<file path="src/rtl/core/assert_macros.svh">
// assertion macros shared by the rtl files of the view-matrix block
// expects a clock named clk and a synchronous active-high reset named rst in scope
`ifndef ASSERT_MACROS_SVH
`define ASSERT_MACROS_SVH

// same-cycle implication, checked out of reset
`define LAV_ASSERT_NOW(label, ante, cons, msg) \
  label: assert property (@(posedge clk) disable iff (rst) (ante) |-> (cons)) \
    else $error(msg);

// next-cycle implication, checked out of reset
`define LAV_ASSERT_NEXT(label, ante, cons, msg) \
  label: assert property (@(posedge clk) disable iff (rst) (ante) |=> (cons)) \
    else $error(msg);

`endif

</file>
<file path="src/rtl/core/lav_pkg.sv">
// shared types and constants of the view-matrix block
// no dependencies; imported by every module of the block
package lav_pkg;

  localparam int COORD_W = 16;  // input coordinate width, signed q8.8
  localparam int OUT_W   = 32;  // result entry width, signed q16.16
  localparam int NORM_W  = 18;  // normalized component, signed q2.16, |x| <= 1.0
  localparam int ENT_W   = 20;  // rotation entry inside the datapath

  // row codes on the result channel
  localparam logic [1:0] ROW_U    = 2'd0;
  localparam logic [1:0] ROW_V    = 2'd1;
  localparam logic [1:0] ROW_N    = 2'd2;
  localparam logic [1:0] ROW_LAST = 2'd3;

  // 1.0 in q16.16, clipped to the result width
  localparam logic [OUT_W-1:0] ONE_OUT =
    (OUT_W > 17) ? OUT_W'(65536) : {1'b0, {(OUT_W-1){1'b1}}};

  typedef struct packed {
    logic signed [COORD_W-1:0] eye_x;
    logic signed [COORD_W-1:0] eye_y;
    logic signed [COORD_W-1:0] eye_z;
    logic signed [COORD_W-1:0] target_x;
    logic signed [COORD_W-1:0] target_y;
    logic signed [COORD_W-1:0] target_z;
    logic signed [COORD_W-1:0] upward_x;
    logic signed [COORD_W-1:0] upward_y;
    logic signed [COORD_W-1:0] upward_z;
  } cam_in_t;

  typedef struct packed {
    logic [1:0]              row_index;
    logic signed [OUT_W-1:0] col0;
    logic signed [OUT_W-1:0] col1;
    logic signed [OUT_W-1:0] col2;
    logic signed [OUT_W-1:0] col3;
    logic                    degenerate;
    logic                    last_row;
  } row_out_t;

  // finished 3x4 upper part of the matrix, saturated
  typedef struct packed {
    logic                             degenerate;
    logic [2:0][3:0][OUT_W-1:0]       ent;
  } mat_t;

endpackage

</file>
<file path="src/rtl/core/lav_rows.sv">
// output serializer: holds one finished matrix and sends it as four row beats
// depends on lav_pkg and assert_macros.svh
module lav_rows import lav_pkg::*; (
  input  logic     clk,
  input  logic     rst,
  input  logic     mat_vld,
  input  mat_t     mat,
  output logic     mat_rdy,
  output logic     row_valid,
  input  logic     row_ready,
  output row_out_t row
);

  mat_t       hold;
  logic [1:0] cnt;
  logic       beat;
  logic       take;

  assign beat    = row_valid && row_ready;
  assign mat_rdy = !row_valid || (row_ready && cnt == ROW_LAST);
  assign take    = mat_vld && mat_rdy;

  // row counter and busy flag
  always_ff @(posedge clk) begin
    if (rst) begin
      row_valid <= 1'b0;
      cnt       <= ROW_U;
    end else if (take) begin
      row_valid <= 1'b1;
      cnt       <= ROW_U;
    end else if (beat) begin
      if (cnt == ROW_LAST) row_valid <= 1'b0;
      cnt <= cnt + 2'd1;
    end
  end

  always_ff @(posedge clk) begin
    if (take) hold <= mat;
  end

  // row select
  always_comb begin
    row.row_index  = cnt;
    row.degenerate = hold.degenerate;
    row.last_row   = (cnt == ROW_LAST);
    unique case (cnt)
      ROW_U, ROW_V, ROW_N: begin
        row.col0 = hold.ent[cnt][0];
        row.col1 = hold.ent[cnt][1];
        row.col2 = hold.ent[cnt][2];
        row.col3 = hold.ent[cnt][3];
      end
      default: begin
        row.col0 = '0;
        row.col1 = '0;
        row.col2 = '0;
        row.col3 = ONE_OUT;
      end
    endcase
  end

  `include "assert_macros.svh"

  `LAV_ASSERT_NEXT(a_row_step, beat && cnt != ROW_LAST, row_valid && cnt == $past(cnt) + 2'd1, "row beats out of order")
  `LAV_ASSERT_NOW(a_take_slot, take && row_valid, beat && cnt == ROW_LAST, "new matrix taken mid-sequence")
  `LAV_ASSERT_NEXT(a_drain, beat && cnt == ROW_LAST && !mat_vld, !row_valid, "rows continue after last beat")

endmodule

</file>
<file path="config.mk">
export PLATFORM = sky130hd
export DESIGN_NAME = lav_rows
export DESIGN_NICKNAME = d
export VERILOG_FILES = /design/src/rtl/core/lav_pkg.sv /design/src/rtl/core/lav_rows.sv
export VERILOG_INCLUDE_DIRS = /design/src /design/src/rtl/core
export SDC_FILE = /design/constraint.sdc
export NUM_CORES = 1
export LEC_CHECK = 0
export ABC_CLOCK_PERIOD_IN_PS = 29300
export BUFFER_PORTS_ARGS = -buffer_cell sky130_fd_sc_hd__buf_2
export CORE_ASPECT_RATIO = 0.6
export CORE_MARGIN = 10
export CORE_UTILIZATION = 25
export CTS_CLUSTER_SIZE = 24
export DETAILED_ROUTE_END_ITERATION = 8
export GPL_TIMING_DRIVEN = 0
export MAX_ROUTING_LAYER = met4
export PLACE_DENSITY = 0.45
export SYNTH_ARGS = -nofsm -noshare
export SYNTH_HDL_FRONTEND = slang
export SYNTH_SLANG_ARGS = --single-unit
</file>
<file path="constraint.sdc">
create_clock -name clk -period 29.3 [get_ports clk]
set_input_delay 4.395 -clock clk [delete_from_list [all_inputs] [get_ports clk]]
set_output_delay 4.395 -clock clk [all_outputs]
set_load 0.02 [all_outputs]
</file>
==> flow_summary_export.csv, run 1 <==
group,metric,value,unit
setup_path,reg2reg_from,"cnt[0]",
finish,seqCellArea,11600,sq um
logic_synthesis,yosysTopAreaCellShare,72.6,%
drt,routed_via_density,4.40,
drt,drtAntennaViolNets,0,
setup_path,crit_type,"input port to output pin",
drt,drtPass1Iterations,4,
logic_synthesis,synthCells,998,
floorplanning,die_area,74600,sq um
sta,finalSetupTns,0,ns
status,status,"finished clean",
floorplanning,start_util,25.3,%
grt,grt_max_degree,35,
logic_synthesis,synthAdderAreaFrac,0.157,%
hold_path,hp-start,"row_valid",
place,dp_hpwl,43800,microns
sta,skew,0.0136,ns
clock_network,clk_pin_slew_worst_paths,0.06,ns
finish,fin_nets,1969,
grt,grt_pass1_vias,11700,
clock_network,cts_sinks,388,
power,power_density,63.5,nW/um^2
place,place.gp.congestion,0.780,
finish,fillers,6235,
sta,finalSetupViolations,0,
drt,drt_iter0_drc,657,
floorplanning,die_h,216,microns
floorplanning,die_w,346,microns
logic_synthesis,synthesis.area,15900,sq um
drt,drt-total-wl,57400,microns
setup_path,end_kind,"output pin",
clock_network,cts_setup_buffers,0,
clock_network,cts-root-buf,"clkbuf_16",
logic_synthesis,synthMuxAreaShare,0.126,%
finish,layout-drive-gt1-share,47.5,%
drt,drc,0,
finish,fin_util,33.9,%
sta,rsz0062_at_grt,"false",
logic_synthesis,synth_area_per_cell,16.0,sq um
setup_path,crit_arrival,5.16,ns
setup_path,cp_max_fo,3,
clock_network,cts_buffers,42,
hold_path,holdPathEnd,"cnt[0]",
sta,hold_viol,0,
clock_network,insertion_delay,0.58,ns
logic_synthesis,ys_warn_count,0,
logic_synthesis,synth-compound-area-share,15.4,%
place,port_buffers,522,
flow_run,maxCapViolCount,0,
floorplanning,coreArea,62900,sq um
clock_network,cts-htree-levels,2,
sta,fin_crit,9.56,ns
power,ir_drop,0.0377,mV
clock_network,cts_tree,"done",
grt,grtUsageTotal,15.3,%
setup_path,required,24.90,ns
setup_path,r2r-end,"hold[43]",
sta,fin_crit_sh,32.6,%
grt,grt_pass1_wl,82700,microns
power,p_leak,8.16,nW
sta,max_slew_margin,30.3,%
logic_synthesis,yosysTopAreaCell,"edfxtp_1",
sta,tightest_slew,1.04,ns
logic_synthesis,ys_types,23,
finish,synthToLayoutAreaGrowth,33.9,%
sta,slew_viol_final,0,
logic_synthesis,synth_seq_cells,388,
logic_synthesis,synth_simple_gate_area_share,8.20,%
logic_synthesis,ys_seq_area_share,72.9,%
drt,routedWlPerCell,23.3,microns
floorplanning,rows,71,
logic_synthesis,synthesis.nets,1389,
sta,fmax,105,MHz
grt,antenna_found_initial,17,
logic_synthesis,synth_xor_area_share,0.0550,%
setup_path,startpoint,"row_ready",
finish,multi_input_comb_area,3820,sq um
setup_path,ff2ff_setup_slack,26.18,ns
power,power,0.00135,W
clock_network,ctsHoldBuffers,0,
setup_path,reg2reg_depth,9,
logic_synthesis,synthTopCellsByArea,"edfxtp_1, a211oi_2, a211oi_1",
drt,vias,10800,
grt,grt.overflow.total,0,
logic_synthesis,synth_top_family_by_area,"compound AO/OA/AOI/OAI gates",
hold_path,whs_path_depth,3,
setup_path,critPathLaunchType,"input port",
clock_network,cts-resized-gates,0,
floorplanning,ioPinCount,523,
clock_network,clockBufferDepth,3,
hold_path,hp-class,"flip-flop to flip-flop",
==> Yosys cell counts <==
cell type,count
nor2b_1,122
nor3_1,2
buf_2,36
o21ai_1,1
xnor2_1,1
nor2_1,2
and2b_1,6
inv_2,1
mux2i_1,2
buf_4,17
inv_1,1
nand2_1,128
buf_6,6
clkbuf_1,25
clkbuf_4,1
dfxtp_1,3
a211oi_1,149
ha_1,2
edfxtp_1,385
a21boi_0,1
a211oi_2,105
buf_8,1
a31oi_1,1
==> flip-flops by register name, indices dropped and copies added (netlist names) <==
register / count
hold: 384
cnt: 2
row: 1
row_valid: 1
==> placed cells by master, fill, tap and decap left out, drive strengths merged <==
cell type  netlist  layout
a211oi         254     254
a21boi           1       1
a31oi            1       1
and2b            6       6
buf             60     596
bufinv           0       6
clkbuf          26      76
clkinv           0      13
clkinvlp         0       2
dfxtp            3       3
diode            0      16
edfxtp         385     385
ha               2       2
inv              2       6
mux2i            2       2
nand2          128     128
nor2             2       2
nor2b          122     122
nor3             2       2
o21ai            1       1
xnor2            1       1
==> routing by layer <==
| metal | wire (microns) | global-route usage (%) | vias up | part of all wire [%] |
|---|---|---|---|---|
| met3 | 3720 | 4.57 | 50 | 6.5 |
| met2 | 27000 | 24.0 | 332 | 47 |
| met1 | 25900 | 19.5 | 5400 | 45 |
| met5 | 0 | - | - | 0 |
| li1 | - | - | 5060 | - |
| met4 | 763 | 2.98 | 0 | 1.3 |
==> power by group <==
| group | internal, W | switching [W] | leakage [nW] | total (W) |
|---|---|---|---|---|
| Clock | 0.000319 | 0.000230 | 0.672 | 0.000549 |
| Combinational | 0.0000618 | 0.0000892 | 3.80 | 0.000151 |
| Sequential | 0.000647 | 0.00000722 | 3.69 | 0.000654 |
==> logic make-up (layout without fill, tap and decap cells) <==
family / count (synthesis) / count (layout)
flip-flops: 388 / 388
AND/OR/NAND/NOR: 260 / 260
AO/OA/AOI/OAI: 257 / 257
buffers and inverters: 88 / 699
adder cells (fa/ha/maj): 2 / 2
multiplexers: 2 / 2
XOR/XNOR: 1 / 1
other: 0 / 16
==> worst max path at each step <==
stage / slack [ns] / endpoint / cells past startpoint
after floorplan: 6.77 / hold[0] / 2
after global placement: -1.66 / hold[167] / 2
after detailed placement: 19.73 / mat_rdy / 4
after CTS: 19.73 / mat_rdy / 4
after global routing: 19.63 / mat_rdy / 4
final: 19.74 / mat_rdy / 4
==> critical path, cell delays in order <==
cell and delay, ns:
buf_2 0.10, a21boi_0 0.42, inv_1 0.07, buf_2 0.17
==> layout make-up <==
class	count	area share (%)
Antenna cell	16	0.188
Sequential cell	388	54.5
Multi-Input combinational cell	522	17.9
Timing Repair Buffer	536	13.7
Tap cell	839	4.92
Buffer	86	2.30
Clock buffer	50	5.07
Clock inverter	25	1.43
Inverter	2	0.0352
==> stage by stage <==
stage,setup WS [ns],hold slack (ns),instances,cell area (sq um)
finish,19.74,0.668,2464,21300
detailed placement,19.73,0.669,2373,19900
global route,19.63,0.717,2462,21300
floorplan,6.77,0.686,998,15900
global placement,-1.66,0.642,2359,19600
CTS,19.73,0.673,2448,21300
Power figures use the tool's default switching activity.
==> inputs of run 2 (changes only) <==
- ABC_CLOCK_PERIOD_IN_PS: 29300 -> 9800
- clock period: 29.3 -> 9.8 ns (I/O delays scaled with it)
==> run 2 against run 1 <==
Non-clock buffer count is the same; design area is 0.46% lower; highest routed layer unchanged; register-to-register slack worse by 19 ns; utilization is 0.16 points lower.
==> flow_summary_export.csv, run 2 (same netlist as run 1, synthesis figures left out) <==
group,metric,value,unit
clock_network,clk_pin_slew_worst_paths,0.06,ns
sta,fin_crit,4.60,ns
power,power_density,186,nW/um^2
flow_run,maxCapViolCount,0,
setup_path,worstPathCellList,"ha_1 -> clkbuf_1 -> clkbuf_1 -> a211oi_2 -> buf_2",
setup_path,required,8.33,ns
setup_path,reg2reg_depth,6,
finish,layout-drive-gt1-share,47.5,%
setup_path,crit_buf_inv,3,
sta,slew_viol_final,0,
finish,synthToLayoutAreaGrowth,33.3,%
finish,fin_area,21200,sq um
setup_path,crit_arrival,3.13,ns
sta,rsz0062_at_grt,"false",
floorplanning,die_w,346,microns
finish,fin_nets,1969,
place,dp_hpwl,43300,microns
grt,grt_pass1_wl,82200,microns
sta,skew,0.0197,ns
drt,drtAntennaViolNets,0,
sta,finalSetupViolations,0,
drt,drt-total-wl,57200,microns
floorplanning,rows,71,
place,place_area,19900,sq um
place,port_buffers,522,
finish,final_common_cell,"buf_2",
setup_path,critPathTopFamily,"buffers and inverters",
finish,largest-register,"hold",
place,pre_cts_ws,5.65,ns
hold_path,hp-class,"flip-flop to flip-flop",
setup_path,critPathMaxStageDelay,0.80,ns
setup_path,crit_type,"flip-flop to output pin",
drt,drtPass1Iterations,5,
finish,top_regs,"hold x384, cnt x2",
clock_network,cts_tree,"done",
clock_network,cts-htree-levels,2,
finish,layoutNonFillerInstCount,2463,
sta,hold_viol,0,
grt,grt_max_degree,37,
place,dp.cells,2373,
finish,fin_util,33.8,%
setup_path,ff2ff_setup_slack,7.26,ns
floorplanning,coreArea,62900,sq um
sta,tightest_slew,1.07,ns
drt,drt_iter0_drc,713,
drt,routed_via_density,4.39,
setup_path,end_kind,"output pin",
power,p_leak,8.12,nW
drt,vias,10800,
clock_network,cts-root-buf,"clkbuf_16",
sta,max_slew_margin,28.4,%
clock_network,ctsHoldBuffers,0,
setup_path,cpMostUsedCell,"clkbuf_1",
power,ir_drop,0.104,mV
clock_network,cts-resized-gates,0,
floorplanning,start_util,25.3,%
setup_path,slowest_stage,"clkbuf_1",
clock_network,cts_sinks,388,
setup_path,reg2reg_from,"cnt[0]",
hold_path,whs_path_depth,3,
drt,drc,0,
sta,fmax,217,MHz
setup_path,critPathLaunchType,"flip-flop",
clock_network,clockBufferDepth,3,
clock_network,cts_buffers,42,
sta,setup_slack,5.20,ns
place,place.gp.congestion,0.792,
grt,grtUsageTotal,15.2,%
setup_path,cp_max_fo,10,
grt,grt.overflow.total,0,
floorplanning,die_area,74600,sq um
hold_path,hp-start,"row_valid",
clock_network,cts_setup_buffers,0,
sta,fin_crit_sh,47.0,%
finish,layout_common_cells,"buf_2, edfxtp_1, a211oi_1, nand2_1, nor2b_1",
status,status,"finished clean",
hold_path,holdPathEnd,"cnt[0]",
drt,routedWlPerCell,23.2,microns
grt,antenna_found_initial,16,
sta,holdWs,0.674,ns
finish,fillers,6273,
floorplanning,die_h,216,microns
floorplanning,ioPinCount,523,
grt,grt_pass1_vias,11500,
setup_path,r2r-end,"hold[82]",
finish,largest_register_ffs,384,
clock_network,insertion_delay,0.57,ns
run 2: changes by cell type in the layout (fill, tap and decap cells not counted):
cell       before  now
bufinv_16       6    1
clkinv_8        1    0
buf_12         10   11
clkinv_4        1    0
clkinv_1        6    9
inv_6           3    2
clkbuf_1       33   31
clkinv_2        5    8
clkbuf_16      42   45
buf_16          4    3
run 2: cell type report:
class / count / area, sq um / share of cell area [%]
plain buffers: 86 / 492 / 2.32
repair buffers: 536 / 2920 / 13.7
diodes: 16 / 40.0 / 0.189
clock buffers: 51 / 1150 / 5.41
multi-input cells: 522 / 3820 / 18.0
clock inverters: 23 / 148 / 0.695
flip-flops and latches: 388 / 11600 / 54.7
inverters: 2 / 7.51 / 0.0353
well taps: 839 / 1050 / 4.94
run 2: per-stage QoR:
step,total power (W),TNS [ns]
after floorplan,0.00224,0
after global placement,0.00245,-329.93
after detailed placement,0.00245,0
after CTS,0.00402,0
after global routing,0.00412,0
final,0.00395,0
run 2: per-layer routing:
layer / track usage (%) / vias up / wire [microns]
li1: - / 5062 / -
met2: 23.7 / 326 / 26800
met4: 3.48 / 0 / 961
met5: - / - / 0
met1: 19.7 / 5358 / 25700
met3: 4.15 / 64 / 3780
run 2: worst max-delay path by stage:
stage | startpoint | to | slack (ns) | depth (start not counted)
after floorplan | row_ready | hold[0] | 1.95 | 2
after global placement | row_ready | hold[310] | -0.90 | 3
after detailed placement | cnt[0] | row[38] | 5.65 | 5
after CTS | cnt[0] | row[85] | 5.02 | 5
after global routing | cnt[0] | row[85] | 4.98 | 5
final | cnt[0] | row[38] | 5.20 | 5
run 2: worst reg2reg max path: cells and delay by family, from the launching register on:
family | cells | cell delay, ns
buf+inv | 3 | 0.75
simple gates | 1 | 0.58
flops | 1 | 0.47
compound gates | 1 | 0.19
fa+ha+maj | 1 | 0.24
run 2: report_power, final:
part / internal [W] / switching [W] / total (W)
logic: 0.000184 / 0.000265 / 0.000449
registers: 0.00193 / 0.0000213 / 0.00196
clock network: 0.000862 / 0.000686 / 0.00155
total: 0.00298 / 0.000972 / 0.00395
